$ cat src/sv/scds_pkg.sv
`timescale 1ns / 1ps
// Package for the SPI clock divider search block.
// Holds the command/status structs, codes and constants shared by all modules.
// No dependencies.
package scds_pkg;

   localparam int unsigned WORD_W = 32;
   localparam int unsigned N_W = 6;
   localparam int unsigned PRE_W = 13;
   localparam int unsigned CAND_W = 2;
   localparam int unsigned PROD_W = 20;

   localparam logic [WORD_W-1:0] SRC_RESET = 32'd80000000;
   localparam logic [WORD_W-1:0] SLOWEST_WORD = 32'h7ffff000;
   localparam logic [WORD_W-1:0] BYPASS_WORD = 32'h80000000;
   localparam logic [N_W-1:0] N_FIRST = 6'd1;
   localparam logic [N_W-1:0] N_MAX = 6'h3f;
   localparam logic [PRE_W-1:0] PRE_MAX = 13'h1fff;
   localparam logic [CAND_W-1:0] CAND_LAST = 2'd3;
   localparam int unsigned SLOW_SHIFT = 19;

   typedef enum logic [1:0] {
      DIV_SRC_N,
      DIV_Q1_F,
      DIV_RATE
   } div_sel_type;

   typedef enum logic [1:0] {
      RES_BYPASS,
      RES_SLOWEST,
      RES_CAND,
      RES_BEST
   } res_sel_type;

   typedef struct packed {
      logic        load_req;
      logic        init_search;
      logic        div_start;
      div_sel_type div_sel;
      logic        latch_q1;
      logic        latch_q2;
      logic        latch_pre;
      logic        latch_prod;
      logic        eval;
      logic        next_cand;
      logic        next_n;
      logic        load_result;
      res_sel_type res_sel;
      logic        load_rsp;
   } cmd_type;

   typedef struct packed {
      logic bypass;
      logic slow;
      logic div_done;
      logic rate_eq;
      logic cand_last;
      logic n_last;
      logic out_free;
   } status_type;

   function automatic logic [WORD_W-1:0] pack_word(input logic [N_W-1:0] n,
                                                   input logic [PRE_W-1:0] pre);
      logic [N_W:0] n_inc;
      n_inc = {1'b0, n} + {{N_W{1'b0}}, 1'b1};
      return {1'b0, pre, n, 6'd0, n_inc[N_W:1]};
   endfunction

endpackage

$ cat src/sv/scds_div.sv
`timescale 1ns / 1ps
// Iterative unsigned 32-bit divider, two restoring steps per cycle.
// Depends on scds_pkg.
module scds_div (
   input  logic                        clock,
   input  logic                        reset,
   input  logic                        start,
   input  logic [scds_pkg::WORD_W-1:0] dividend,
   input  logic [scds_pkg::WORD_W-1:0] divisor,
   output logic                        done,
   output logic [scds_pkg::WORD_W-1:0] quotient
);

   localparam int unsigned W = scds_pkg::WORD_W;
   localparam int unsigned ITER = W / 2;
   localparam int unsigned CNT_W = $clog2(ITER);

   logic [W-1:0]     rem_ff, rem_in, quo_ff, quo_in, dsr_ff;
   logic [CNT_W-1:0] cnt_ff, cnt_in;
   logic             busy_ff, busy_in, done_ff, done_in;
   logic [W:0]       trial_a, trial_b;
   logic [W-1:0]     rem_a;
   logic             bit_a, bit_b;

   always_comb begin
      trial_a = {rem_ff, quo_ff[W-1]};
      bit_a = trial_a >= {1'b0, dsr_ff};
      rem_a = bit_a ? trial_a[W-1:0] - dsr_ff : trial_a[W-1:0];
      trial_b = {rem_a, quo_ff[W-2]};
      bit_b = trial_b >= {1'b0, dsr_ff};
   end

   always_comb begin
      rem_in = rem_ff;
      quo_in = quo_ff;
      cnt_in = cnt_ff;
      busy_in = busy_ff;
      done_in = 1'b0;
      if (start) begin
         rem_in = '0;
         quo_in = dividend;
         cnt_in = CNT_W'(ITER - 1);
         busy_in = 1'b1;
      end else if (busy_ff) begin
         rem_in = bit_b ? trial_b[W-1:0] - dsr_ff : trial_b[W-1:0];
         quo_in = {quo_ff[W-3:0], bit_a, bit_b};
         cnt_in = cnt_ff - CNT_W'(1);
         if (cnt_ff == '0) begin
            busy_in = 1'b0;
            done_in = 1'b1;
         end
      end
   end

   always_ff @(posedge clock) begin
      rem_ff <= rem_in;
      quo_ff <= quo_in;
      cnt_ff <= cnt_in;
      if (start) begin
         dsr_ff <= divisor;
      end
      if (reset) begin
         busy_ff <= 1'b0;
         done_ff <= 1'b0;
      end else begin
         busy_ff <= busy_in;
         done_ff <= done_in;
      end
   end

   assign done = done_ff;
   assign quotient = quo_ff;

endmodule

$ cat src/sv/scds_dpath.sv
`timescale 1ns / 1ps
// Datapath: source clock register, candidate registers, best tracking, output register.
// Depends on scds_pkg and scds_div.
module scds_dpath (
   input  logic                        clock,
   input  logic                        reset,
   input  logic                        csr_valid,
   input  logic [scds_pkg::WORD_W-1:0] csr_source_clock_hz,
   input  logic [scds_pkg::WORD_W-1:0] req_target_hz,
   input  logic                        rsp_ready,
   output logic                        rsp_valid,
   output logic [scds_pkg::WORD_W-1:0] rsp_divider_word,
   input  scds_pkg::cmd_type           cmd,
   output scds_pkg::status_type        status
);

   localparam int unsigned W = scds_pkg::WORD_W;
   localparam int unsigned NW = scds_pkg::N_W;
   localparam int unsigned PW = scds_pkg::PRE_W;
   localparam int unsigned CW = scds_pkg::CAND_W;
   localparam int unsigned XW = scds_pkg::PROD_W;

   logic [W-1:0]  src_ff, target_ff, q1_ff, q2_ff;
   logic [PW-1:0] pre_ff, pre_in;
   logic [XW-1:0] prod_ff;
   logic [NW-1:0] n_ff;
   logic [CW-1:0] cand_ff;
   logic          have_best_ff;
   logic [W-1:0]  best_rate_ff, best_word_ff, result_ff, result_in;
   logic [W-1:0]  rsp_word_ff;
   logic          rsp_valid_ff;

   logic [W-1:0]  div_a, div_b, div_q;
   logic          div_done;
   logic [NW:0]   n_inc;
   logic [PW:0]   pre_inc;
   logic signed [W+1:0] p_s;
   logic          better;

   assign n_inc = {1'b0, n_ff} + {{NW{1'b0}}, 1'b1};
   assign pre_inc = {1'b0, pre_ff} + {{PW{1'b0}}, 1'b1};

   always_comb begin
      case (cmd.div_sel)
         scds_pkg::DIV_SRC_N: begin
            div_a = src_ff;
            div_b = {{(W-NW-1){1'b0}}, n_inc};
         end
         scds_pkg::DIV_Q1_F: begin
            div_a = q1_ff;
            div_b = target_ff;
         end
         scds_pkg::DIV_RATE: begin
            div_a = src_ff;
            div_b = {{(W-XW){1'b0}}, prod_ff};
         end
         default: begin
            div_a = src_ff;
            div_b = {{(W-XW){1'b0}}, prod_ff};
         end
      endcase
   end

   scds_div u_div (
      .clock    (clock),
      .reset    (reset),
      .start    (cmd.div_start),
      .dividend (div_a),
      .divisor  (div_b),
      .done     (div_done),
      .quotient (div_q)
   );

   always_comb begin
      p_s = $signed({2'b00, q2_ff}) + $signed({{W{1'b0}}, cand_ff}) - $signed((W+2)'(2));
      if (p_s > $signed({{(W+2-PW){1'b0}}, scds_pkg::PRE_MAX})) begin
         pre_in = scds_pkg::PRE_MAX;
      end else if (p_s <= $signed((W+2)'(0))) begin
         pre_in = '0;
      end else begin
         pre_in = p_s[PW-1:0];
      end
   end

   assign better = (div_q < target_ff) && (!have_best_ff || div_q > best_rate_ff);

   always_comb begin
      case (cmd.res_sel)
         scds_pkg::RES_BYPASS:  result_in = scds_pkg::BYPASS_WORD;
         scds_pkg::RES_SLOWEST: result_in = scds_pkg::SLOWEST_WORD;
         scds_pkg::RES_CAND:    result_in = scds_pkg::pack_word(n_ff, pre_ff);
         scds_pkg::RES_BEST: begin
            if (cmd.eval && better) begin
               result_in = scds_pkg::pack_word(n_ff, pre_ff);
            end else begin
               result_in = have_best_ff ? best_word_ff : '0;
            end
         end
         default:               result_in = '0;
      endcase
   end

   always_ff @(posedge clock) begin
      if (cmd.load_req) begin
         target_ff <= req_target_hz;
      end
      if (cmd.latch_q1) begin
         q1_ff <= div_q;
      end
      if (cmd.latch_q2) begin
         q2_ff <= div_q;
      end
      if (cmd.latch_pre) begin
         pre_ff <= pre_in;
      end
      if (cmd.latch_prod) begin
         prod_ff <= {{(XW-PW-1){1'b0}}, pre_inc} * {{(XW-NW-1){1'b0}}, n_inc};
      end
      if (cmd.init_search) begin
         n_ff <= scds_pkg::N_FIRST;
         cand_ff <= '0;
      end else if (cmd.next_n) begin
         n_ff <= n_ff + NW'(1);
         cand_ff <= '0;
      end else if (cmd.next_cand) begin
         cand_ff <= cand_ff + CW'(1);
      end
      if (cmd.eval && better) begin
         best_rate_ff <= div_q;
         best_word_ff <= scds_pkg::pack_word(n_ff, pre_ff);
      end
      if (cmd.load_result) begin
         result_ff <= result_in;
      end
      if (cmd.load_rsp) begin
         rsp_word_ff <= result_ff;
      end
      if (reset) begin
         src_ff <= scds_pkg::SRC_RESET;
         have_best_ff <= 1'b0;
         rsp_valid_ff <= 1'b0;
      end else begin
         if (csr_valid) begin
            src_ff <= csr_source_clock_hz;
         end
         if (cmd.init_search) begin
            have_best_ff <= 1'b0;
         end else if (cmd.eval && better) begin
            have_best_ff <= 1'b1;
         end
         if (cmd.load_rsp) begin
            rsp_valid_ff <= 1'b1;
         end else if (rsp_ready) begin
            rsp_valid_ff <= 1'b0;
         end
      end
   end

   assign status.bypass = target_ff >= src_ff;
   assign status.slow = (target_ff == '0) || (target_ff < (src_ff >> scds_pkg::SLOW_SHIFT));
   assign status.div_done = div_done;
   assign status.rate_eq = div_q == target_ff;
   assign status.cand_last = cand_ff == scds_pkg::CAND_LAST;
   assign status.n_last = n_ff == scds_pkg::N_MAX;
   assign status.out_free = !rsp_valid_ff || rsp_ready;

   assign rsp_valid = rsp_valid_ff;
   assign rsp_divider_word = rsp_word_ff;

endmodule

$ cat src/sv/scds_ctrl.sv
`timescale 1ns / 1ps
// Controller: sequences the special-case checks and the per-n candidate search.
// Depends on scds_pkg.
module scds_ctrl (
   input  logic                 clock,
   input  logic                 reset,
   input  logic                 req_valid,
   output logic                 req_ready,
   input  scds_pkg::status_type status,
   output scds_pkg::cmd_type    cmd
);

   typedef enum logic [10:0] {
      ST_IDLE  = 11'b00000000001,
      ST_CHECK = 11'b00000000010,
      ST_D1    = 11'b00000000100,
      ST_W1    = 11'b00000001000,
      ST_D2    = 11'b00000010000,
      ST_W2    = 11'b00000100000,
      ST_PRE   = 11'b00001000000,
      ST_MUL   = 11'b00010000000,
      ST_D3    = 11'b00100000000,
      ST_W3    = 11'b01000000000,
      ST_OUT   = 11'b10000000000
   } state_type;

   state_type state_ff, state_in;

   always_comb begin
      state_in = state_ff;
      cmd = '0;
      cmd.div_sel = scds_pkg::DIV_RATE;
      cmd.res_sel = scds_pkg::RES_BEST;
      req_ready = 1'b0;
      case (state_ff)
         ST_IDLE: begin
            req_ready = 1'b1;
            if (req_valid) begin
               cmd.load_req = 1'b1;
               state_in = ST_CHECK;
            end
         end
         ST_CHECK: begin
            if (status.bypass) begin
               cmd.load_result = 1'b1;
               cmd.res_sel = scds_pkg::RES_BYPASS;
               state_in = ST_OUT;
            end else if (status.slow) begin
               cmd.load_result = 1'b1;
               cmd.res_sel = scds_pkg::RES_SLOWEST;
               state_in = ST_OUT;
            end else begin
               cmd.init_search = 1'b1;
               state_in = ST_D1;
            end
         end
         ST_D1: begin
            cmd.div_start = 1'b1;
            cmd.div_sel = scds_pkg::DIV_SRC_N;
            state_in = ST_W1;
         end
         ST_W1: begin
            if (status.div_done) begin
               cmd.latch_q1 = 1'b1;
               state_in = ST_D2;
            end
         end
         ST_D2: begin
            cmd.div_start = 1'b1;
            cmd.div_sel = scds_pkg::DIV_Q1_F;
            state_in = ST_W2;
         end
         ST_W2: begin
            if (status.div_done) begin
               cmd.latch_q2 = 1'b1;
               state_in = ST_PRE;
            end
         end
         ST_PRE: begin
            cmd.latch_pre = 1'b1;
            state_in = ST_MUL;
         end
         ST_MUL: begin
            cmd.latch_prod = 1'b1;
            state_in = ST_D3;
         end
         ST_D3: begin
            cmd.div_start = 1'b1;
            cmd.div_sel = scds_pkg::DIV_RATE;
            state_in = ST_W3;
         end
         ST_W3: begin
            if (status.div_done) begin
               if (status.rate_eq) begin
                  cmd.load_result = 1'b1;
                  cmd.res_sel = scds_pkg::RES_CAND;
                  state_in = ST_OUT;
               end else begin
                  cmd.eval = 1'b1;
                  if (!status.cand_last) begin
                     cmd.next_cand = 1'b1;
                     state_in = ST_PRE;
                  end else if (!status.n_last) begin
                     cmd.next_n = 1'b1;
                     state_in = ST_D1;
                  end else begin
                     cmd.load_result = 1'b1;
                     cmd.res_sel = scds_pkg::RES_BEST;
                     state_in = ST_OUT;
                  end
               end
            end
         end
         ST_OUT: begin
            if (status.out_free) begin
               cmd.load_rsp = 1'b1;
               state_in = ST_IDLE;
            end
         end
         default: begin
            state_in = ST_IDLE;
         end
      endcase
   end

   always_ff @(posedge clock) begin
      if (reset) begin
         state_ff <= ST_IDLE;
      end else begin
         state_ff <= state_in;
      end
   end

endmodule

$ cat src/sv/spi_clock_divider_search_top.sv
`timescale 1ns / 1ps
// Top level of the SPI clock divider search: controller plus datapath.
// Depends on scds_pkg, scds_ctrl, scds_dpath, scds_div.
//
//   channel  ports                              direction  moves
//   req      req_valid/ready, req_target_hz     in         one request per search
//   rsp      rsp_valid/ready, rsp_divider_word  out        one divider word per request
//   csr      csr_valid/ready, csr_source_clock_hz in       source clock register write
//
// Bypass and slowest cases skip the search: the check state loads the result
// register, then the output state loads the response register once it is free.
// A full search runs two divider passes per n for the base prescaler, then four
// candidates, each with its own pass, over n = 1..63 on the shared divider.
// Synchronous active-high reset; no clearing pass. csr_ready is always high.
// A new request is taken once the previous one sits in the output register.
module spi_clock_divider_search_top (
   input  logic                        clock,
   input  logic                        reset,
   input  logic                        req_valid,
   output logic                        req_ready,
   input  logic [scds_pkg::WORD_W-1:0] req_target_hz,
   output logic                        rsp_valid,
   input  logic                        rsp_ready,
   output logic [scds_pkg::WORD_W-1:0] rsp_divider_word,
   input  logic                        csr_valid,
   output logic                        csr_ready,
   input  logic [scds_pkg::WORD_W-1:0] csr_source_clock_hz
);

   scds_pkg::cmd_type    cmd;
   scds_pkg::status_type status;

   assign csr_ready = 1'b1;

   scds_ctrl u_ctrl (
      .clock     (clock),
      .reset     (reset),
      .req_valid (req_valid),
      .req_ready (req_ready),
      .status    (status),
      .cmd       (cmd)
   );

   scds_dpath u_dpath (
      .clock               (clock),
      .reset               (reset),
      .csr_valid           (csr_valid),
      .csr_source_clock_hz (csr_source_clock_hz),
      .req_target_hz       (req_target_hz),
      .rsp_ready           (rsp_ready),
      .rsp_valid           (rsp_valid),
      .rsp_divider_word    (rsp_divider_word),
      .cmd                 (cmd),
      .status              (status)
   );

endmodule

$ cat config.mk
export PLATFORM = sky130hd
export DESIGN_NAME = spi_clock_divider_search_top
export DESIGN_NICKNAME = d
export VERILOG_FILES = /design/src/sv/scds_pkg.sv /design/src/sv/scds_div.sv /design/src/sv/scds_dpath.sv /design/src/sv/scds_ctrl.sv /design/src/sv/spi_clock_divider_search_top.sv
export SDC_FILE = /design/constraint.sdc
export NUM_CORES = 1
export LEC_CHECK = 0
export BUFFER_PORTS_ARGS = -buffer_cell sky130_fd_sc_hd__buf_2
export CORE_MARGIN = 10
export CORE_UTILIZATION = 35
export DETAILED_ROUTE_END_ITERATION = 8
export PLACE_DENSITY = 0.56
export RECOVER_POWER = 100
export REMOVE_ABC_BUFFERS = 1
export SLEW_MARGIN = 20
export SYNTH_ARGS = -nofsm -noshare
export SYNTH_HDL_FRONTEND = slang
export SYNTH_SLANG_ARGS = --single-unit
$ cat constraint.sdc
create_clock -name clock -period 16.2 [get_ports clock]
set_clock_uncertainty 0.1 [all_clocks]
set_input_delay 3.24 -clock clock [delete_from_list [all_inputs] [get_ports clock]]
set_output_delay 3.24 -clock clock [all_outputs]
set_load 0.05 [all_outputs]
==> results of run 1 <==
kinds of logic (layout without fill, tap and decap cells):
| logic type | after synthesis | after routing | synth area share, % |
|---|---|---|---|
| xor gates and xnor gates | 133 | 133 | 4.63 |
| DFF | 393 | 393 | 43.3 |
| buffers and inverters | 323 | 443 | 5.36 |
| and+or+nand+nor | 675 | 675 | 13.6 |
| adders and majority gates | 277 | 277 | 15.6 |
| other | 2 | 7 | 0.0299 |
| AOI/OAI and AO/OA | 541 | 541 | 14.0 |
| muxes | 86 | 86 | 3.44 |
layer usage:
metal  up-vias  global-route usage (%)  share of wire (%)
li1       8891                       -                  -
met1      9288                    23.3                 46
met2       447                    28.7                 47
met3        99                    1.91                4.4
met4         0                    4.82                2.5
met5         -                       0                  0
worst reg2reg max path, stage by stage, from the launching register on:
cell      delay [ns]
edfxtp_1        0.55
inv_1           0.08
ha_1            0.20
nand3b_1        0.18
a21o_1          0.22
a31oi_2         0.22
o31ai_4         0.14
a211oi_1        0.34
nand2b_1        0.27
a21o_1          0.60
clkbuf_1        0.61
nor2_1          0.08
a21oi_1         0.19
ha_1            0.33
and3_1          0.23
a221oi_1        0.31
o211ai_1        0.13
a21oi_1         0.37
o221ai_1        0.24
a31oi_1         0.40
o22ai_1         0.18
nor3_1          0.78
nand2_1         1.32
mux2i_1         0.51
a211oi_1        0.11
cell type report:
cell class,instances,share of cell area (%)
clock inverters,31,1.27
multi-input cells,1719,46.0
flip-flops and latches,393,39.0
repair buffers,121,1.92
clock buffers,55,4.36
inverters,236,3.17
well taps,950,4.26
sequential cells by signal (all words and copies together), names as in the netlist:
register                  count
u_dpath.q1_ff                32
u_dpath.u_div.busy_ff         1
u_dpath.have_best_ff          1
u_dpath.best_rate_ff         32
u_dpath.rsp_valid             1
u_dpath.u_div.cnt_ff          4
u_dpath.u_div.rem_ff         32
u_dpath.rsp_divider_word     26
u_dpath.pre_ff               13
u_dpath.result_ff            26
u_dpath.u_div.dsr_ff         32
u_dpath.u_div.done            1
u_dpath.n_ff                  6
u_dpath.prod_ff              20
u_dpath.src_ff               32
u_ctrl.state_ff              11
u_dpath.u_div.quotient       32
u_dpath.cand_ff               2
u_dpath.q2_ff                32
u_dpath.target_ff            32
u_dpath.best_word_ff         25
cells in the mapped netlist (6+ instances only):
cell type | instances | share of area, %
a211oi_1 | 17 | 0.51
a21o_1 | 59 | 1.8
a21oi_1 | 181 | 3.6
a21oi_2 | 12 | 0.42
a221o_1 | 22 | 0.88
a22o_1 | 20 | 0.70
a31oi_1 | 12 | 0.30
and2_1 | 25 | 0.62
and3_1 | 28 | 0.70
and4_1 | 7 | 0.24
buf_2 | 8 | 0.16
buf_4 | 14 | 0.42
clkbuf_1 | 51 | 0.76
dfxtp_1 | 91 | 7.2
edfxtp_1 | 302 | 36
fa_1 | 61 | 4.9
ha_1 | 216 | 11
inv_1 | 234 | 3.5
mux2i_1 | 84 | 3.3
nand2_1 | 146 | 2.2
nand2b_1 | 26 | 0.65
nand3_1 | 44 | 0.88
nand3b_1 | 8 | 0.24
nand4_1 | 40 | 1.0
nand4b_1 | 6 | 0.21
nor2_1 | 208 | 3.1
nor2b_1 | 30 | 0.75
nor3_1 | 30 | 0.60
nor4_1 | 15 | 0.37
o211ai_1 | 18 | 0.54
o21a_1 | 21 | 0.63
o21ai_0 | 114 | 2.3
o21bai_1 | 6 | 0.18
o31ai_1 | 7 | 0.21
or2_2 | 15 | 0.37
or3_1 | 10 | 0.25
xnor2_1 | 84 | 2.9
xor2_1 | 49 | 1.7
placed cells by master (no fill, tap or decap), drive strengths merged, types with 49 or more instances in the layout:
| cell type | n |
|---|---|
| mux2i | 84 |
| edfxtp | 302 |
| fa | 61 |
| inv | 242 |
| dfxtp | 91 |
| xnor2 | 84 |
| o21ai | 116 |
| buf | 53 |
| xor2 | 49 |
| ha | 216 |
| nor2 | 209 |
| a21o | 60 |
| nand2 | 147 |
| clkbuf | 123 |
| a21oi | 193 |
power by group:
| group | internal, uW | total, uW | switching (uW) |
|---|---|---|---|
| Sequential | 1130 | 1170 | 43.1 |
| Clock | 626 | 1070 | 449 |
| Combinational | 429 | 1030 | 605 |
path summary, 6_finish.rpt:
| check | end | slack, ns | depth (start not counted) |
|---|---|---|---|
| max | u_dpath.u_div.rem_ff[29]$_SDFFE_PN0P_ | 7.23 | 24 |
| min reg2reg | u_dpath.rsp_divider_word[3]$_DFFE_PP_ | 0.30 | 0 |
| max reg2reg | u_dpath.u_div.rem_ff[29]$_SDFFE_PN0P_ | 7.23 | 24 |
| min | u_dpath.rsp_divider_word[3]$_DFFE_PP_ | 0.30 | 0 |
metrics by stage:
| stage | cell area, um^2 | total power [uW] | utilization (%) | worst slack [ns] |
|---|---|---|---|---|
| 2_1_floorplan | 24700 | 1960 | - | 9.74 |
| 3_3_place_gp | 26600 | 2210 | 37.2 | 9.14 |
| 3_5_place_dp | 26600 | 2230 | 37.3 | 8.77 |
| 4_1_cts | 28200 | 3320 | 39.5 | 8.70 |
| 5_1_grt | 27900 | 3480 | 39.1 | 6.63 |
| 6_report | 27900 | 3280 | 39.1 | 7.23 |
==> out/metrics.yaml, run 1 <==
run_status:
  status: "complete, but fails checks"
  violations: "capacitance limit, slew limit"
power:
  p_per_area_nw_per_um2: 118
  leakage_uw: 0.0113
  ir_worst_vdd_uv: 83.5
floorplanning:
  ios: 104
  die_area_um2: 82900
  initial_utilization_pct: 35.2
  die_y_um: 288
  core-area_um2: 71400
  die_w_um: 288
  num_rows: 98
route:
  drc: 0
  antenna_left: 0
  drt_iter0_drc: 1286
  avgViaCountPerCell: 5.34
  dr_total_vias: 18700
  routedWlPerCell_um: 20.8
  wirelength_um: 72700
  dr.pass1.iters: 5
setup_path:
  max_stage_delay_ns: 1.31
  required_ns: 16.39
  path_max_fanout: 26
  worst_ep_arrival_time_ns: 9.17
  r2r_start: "u_dpath.u_div.quotient[31]$_DFFE_PP_"
  critical_path.top_delay_family: "compound AO/OA/AOI/OAI gates"
  cp_slowest_cell: "nand2_1"
  crit_type: "reg2reg"
  cp-end-kind: "register"
  crit_buf_inv: 2
  start_kind: "register"
  critPathLaunch: "u_dpath.u_div.quotient[31]$_DFFE_PP_"
  cp_cell_sequence: "inv_1 > ha_1 > nand3b_1 > a21o_1 > a31oi_2 > o31ai_4 > a211oi_1 > nand2b_1 > a21o_1 > clkbuf_1 > nor2_1 > a21oi_1 > ha_1 > and3_1 > a221oi_1 > o211ai_1 > a21oi_1 > o221ai_1 > a31oi_1 > o22ai_1 > nor3_1 > nand2_1 > mux2i_1 > a211oi_1"
placement:
  portBuffers: 96
  gp_congestion: 0.912
  hpwl_um: 54600
  placedCellCount: 3419
sta:
  maxSlewViolCount: 448
  setup_viol: 0
  period_minus_slack_ns: 8.97
  rsz0062_at_grt: "false"
  max_freq_mhz: 111
  slew_headroom_pct: -163
  finalHoldViolations: 0
  holdWs_ns: 0.304
  fin_tns_setup_ns: 0
  worstMarginPinSlew_ns: 3.94
  min_period_over_period_pct: 55.4
clock_tree:
  tritoncts: "yes"
  worstSkewPairLatency_ns: 0.60
  cts_inserted_buffers: 46
  cts-root-buf: "clkbuf_16"
  postCtsHoldBufs: 0
  cts_sinks: 393
  post_cts_buffers: 0
  htree_levels: 2
  clock_path_buffers: 3
  clk_pin_slew_ns: 0.06
  cts.repair.resized: 0
logic_synthesis:
  ys_ff_latch: 393
  synthCells: 2430
  async_flop_share_pct: 0
  syn_area_um2: 25100
  synth-edff-count: 302
  ys_seq_area_share_pct: 43.3
  syn_area_per_cell_um2: 10.3
  ys_types: 97
  synth_flop_cell: "edfxtp_1"
  yosys_warnings: 0
final_layout:
  multi_input_area_um2: 12800
  area_growth_syn_to_layout_pct: 11.1
  layout.nets: 2863
  fill_cells: 7081
  seq_area_um2: 10900
  diodes: 0
  drive_above_1_share_pct: 6.81
  final_cells: 3505
run:
  drv_cap: 12
grt:
  antenna_found_initial: 2
  grt_pass1_vias: 18900
  grt_max_degree: 68
  overflow: 0
  grt_pass1_wl_um: 112000
  grtUsageTotal_pct: 17.2
hold_path:
  hold_class: "reg2reg"
  hp-start: "u_dpath.result_ff[3]$_DFFE_PP_"
Power figures use the tool's default switching activity.
==> run 2, diff against run 1 <==
Settings changed: ABC_AREA from default to 1, PLACE_DENSITY 0.56 to 0.58.
Clock period 16.2 ns to 8.01 ns, I/O delays scaled along.
==> out/metrics.yaml, run 2 <==
sta:
  max_freq_mhz: 144
  holdWs_ns: 0.319
  period_minus_slack_ns: 6.94
  min_period_over_period_pct: 86.7
  slew_headroom_pct: -91.4
  worstMarginPinSlew_ns: 2.87
  rsz0062_at_grt: "false"
  maxSlewViolCount: 261
  setup_viol: 0
  finalHoldViolations: 0
  fin_tns_setup_ns: 0
grt:
  grtUsageTotal_pct: 17.7
  grt_max_degree: 68
  grt_pass1_wl_um: 127000
  antenna_found_initial: 0
  grt_pass1_vias: 22100
  overflow: 0
floorplanning:
  num_rows: 102
  die_y_um: 300
  die_w_um: 300
  die_area_um2: 89900
  ios: 104
  initial_utilization_pct: 35.3
  core-area_um2: 77600
setup_path:
  required_ns: 8.02
  cp-end-kind: "register"
  r2r_start: "u_ctrl.state_ff[9]$_SDFFE_PP0P_"
  crit_type: "reg2reg"
  path_max_fanout: 67
  start_kind: "register"
  critPathLaunch: "u_ctrl.state_ff[9]$_SDFFE_PP0P_"
  worst_ep_arrival_time_ns: 6.95
power:
  total_power_uw: 12400
  ir_worst_vdd_uv: 575
  leakage_uw: 0.0138
  p_per_area_nw_per_um2: 408
placement:
  hpwl_um: 63400
  portBuffers: 96
  gp_congestion: 0.918
logic_synthesis:
  synth-edff-count: 302
  ys_ff_latch: 393
  yosys_warnings: 0
  syn_area_per_cell_um2: 8.16
  synthCells: 3358
  async_flop_share_pct: 0
  synth.most_common_cell: "nand2_1"
  ys_types: 59
  synth_flop_cell: "edfxtp_1"
  ys_seq_area_share_pct: 39.7
  synthTopCellsByArea: "edfxtp_1, ha_1, nand2_1"
  syn_area_um2: 27400
  yosysTopAreaCell: "edfxtp_1"
  synth.top_cell.area_share_pct: 33.1
  synthTopCellsByCount: "nand2_1, inv_1, nor2_1"
final_layout:
  layout.nets: 3795
  diodes: 0
  final_cell_mix: "nand2_1, inv_1, nor2_1, edfxtp_1, a21oi_1"
  fill_cells: 8063
  drive_above_1_share_pct: 7.75
  fin_util_pct: 39.1
  area_growth_syn_to_layout_pct: 10.7
  final_common_cell: "nand2_1"
clock_tree:
  cts.repair.resized: 0
  cts-root-buf: "clkbuf_16"
  post_cts_buffers: 0
  postCtsHoldBufs: 0
  clock_path_buffers: 3
  htree_levels: 2
  cts_inserted_buffers: 43
  cts_sinks: 393
  clk_pin_slew_ns: 0.06
  worstSkewPairLatency_ns: 0.59
  tritoncts: "yes"
route:
  wirelength_um: 81100
  antenna_left: 0
  drt_iter0_drc: 2033
  dr.pass1.iters: 6
  routedWlPerCell_um: 17.9
  drc: 0
  avgViaCountPerCell: 5.07
  dr_total_vias: 22900
run_status:
  status: "complete, but fails checks"
  violations: "capacitance limit, slew limit"
hold_path:
  hold_class: "reg2reg"
  hp-start: "u_dpath.result_ff[30]$_DFFE_PP_"
run:
  drv_cap: 7
[run 2: cell count changes in the layout (fill, tap and decap cells not counted), sizes merged, moves of 31 or more]
cell | before | now
nand2 | 147 | 747
inv | 242 | 498
nand3 | 45 | 218
nor2 | 209 | 378
o21ai | 116 | 209
mux2i | 84 | 0
xnor2 | 84 | 37
a21o | 60 | 14
a21oi | 193 | 228
and3 | 31 | 0
[run 2: per-stage QoR]
stage          setup slack, ns  cells  instance area (um^2)
2_1_floorplan           -0.738   3283                 27100
3_3_place_gp              1.53   4444                 29100
3_5_place_dp              1.53   4444                 29100
4_1_cts                   1.51   4524                 30500
5_1_grt                  0.561   4524                 30300
6_report                  1.07   4524                 30300
[run 2: worst max-delay path, cell delays in order, from the launching register on]
cell      delay [ns]
dfxtp_1         0.37
nor2_1          0.05
inv_1           0.07
nor2_1          0.05
inv_1           0.09
nor2_1          0.09
inv_1           0.06
nor2_1          0.10
nor3_2          0.19
clkbuf_1        2.04
clkinv_1        1.77
buf_4           0.61
nor2_1          0.16
inv_1           0.05
clkbuf_2        0.57
[run 2: report_power, final]
group          internal (uW)  switching (uW)  total (uW)
registers               2290            94.7        2380
logic                   2800            5220        8020
clock network           1110             862        1980
total                   6200            6180       12400
[run 2: cell type report]
cell class              count  area (um^2)  share of cell area, %
repair buffers            121          593                   1.95
multi-input cells        2389        14300                   47.1
inverters                 501         1880                   6.20
well taps                1040         1300                   4.29
clock buffers              63         1230                   4.07
clock inverters            17          143                  0.470
flip-flops and latches    393        10900                   35.9
[run 2: logic make-up after synthesis]
group                    synth area share (%)
XOR/XNOR                                 2.77
flip-flops                               39.7
AND/OR/NAND/NOR                          24.1
buffers and inverters                    8.18
other                                  0.0274
AO/OA/AOI/OAI                            10.8
adder cells (fa/ha/maj)                  14.3
[run 2: final timing paths]
kind | end | depth (start not counted) | slack, ns
hold / removal | u_dpath.rsp_divider_word[30]$_DFFE_PP_ | 0 | 0.32
setup reg to reg | u_dpath.u_div.quotient[3]$_DFFE_PP_ | 14 | 1.07
hold reg to reg | u_dpath.rsp_divider_word[30]$_DFFE_PP_ | 0 | 0.32
setup / recovery | u_dpath.u_div.quotient[3]$_DFFE_PP_ | 14 | 1.07
[run 2: per-layer routing]
| metal | up-vias | global-route usage, % | wire, um |
|---|---|---|---|
| met5 | - | 0 | 0 |
| met2 | 675 | 28.7 | 37000 |
| met3 | 116 | 1.95 | 4230 |
| met1 | 10800 | 24.6 | 37700 |
| li1 | 11300 | - | - |
| met4 | 0 | 5.25 | 2150 |
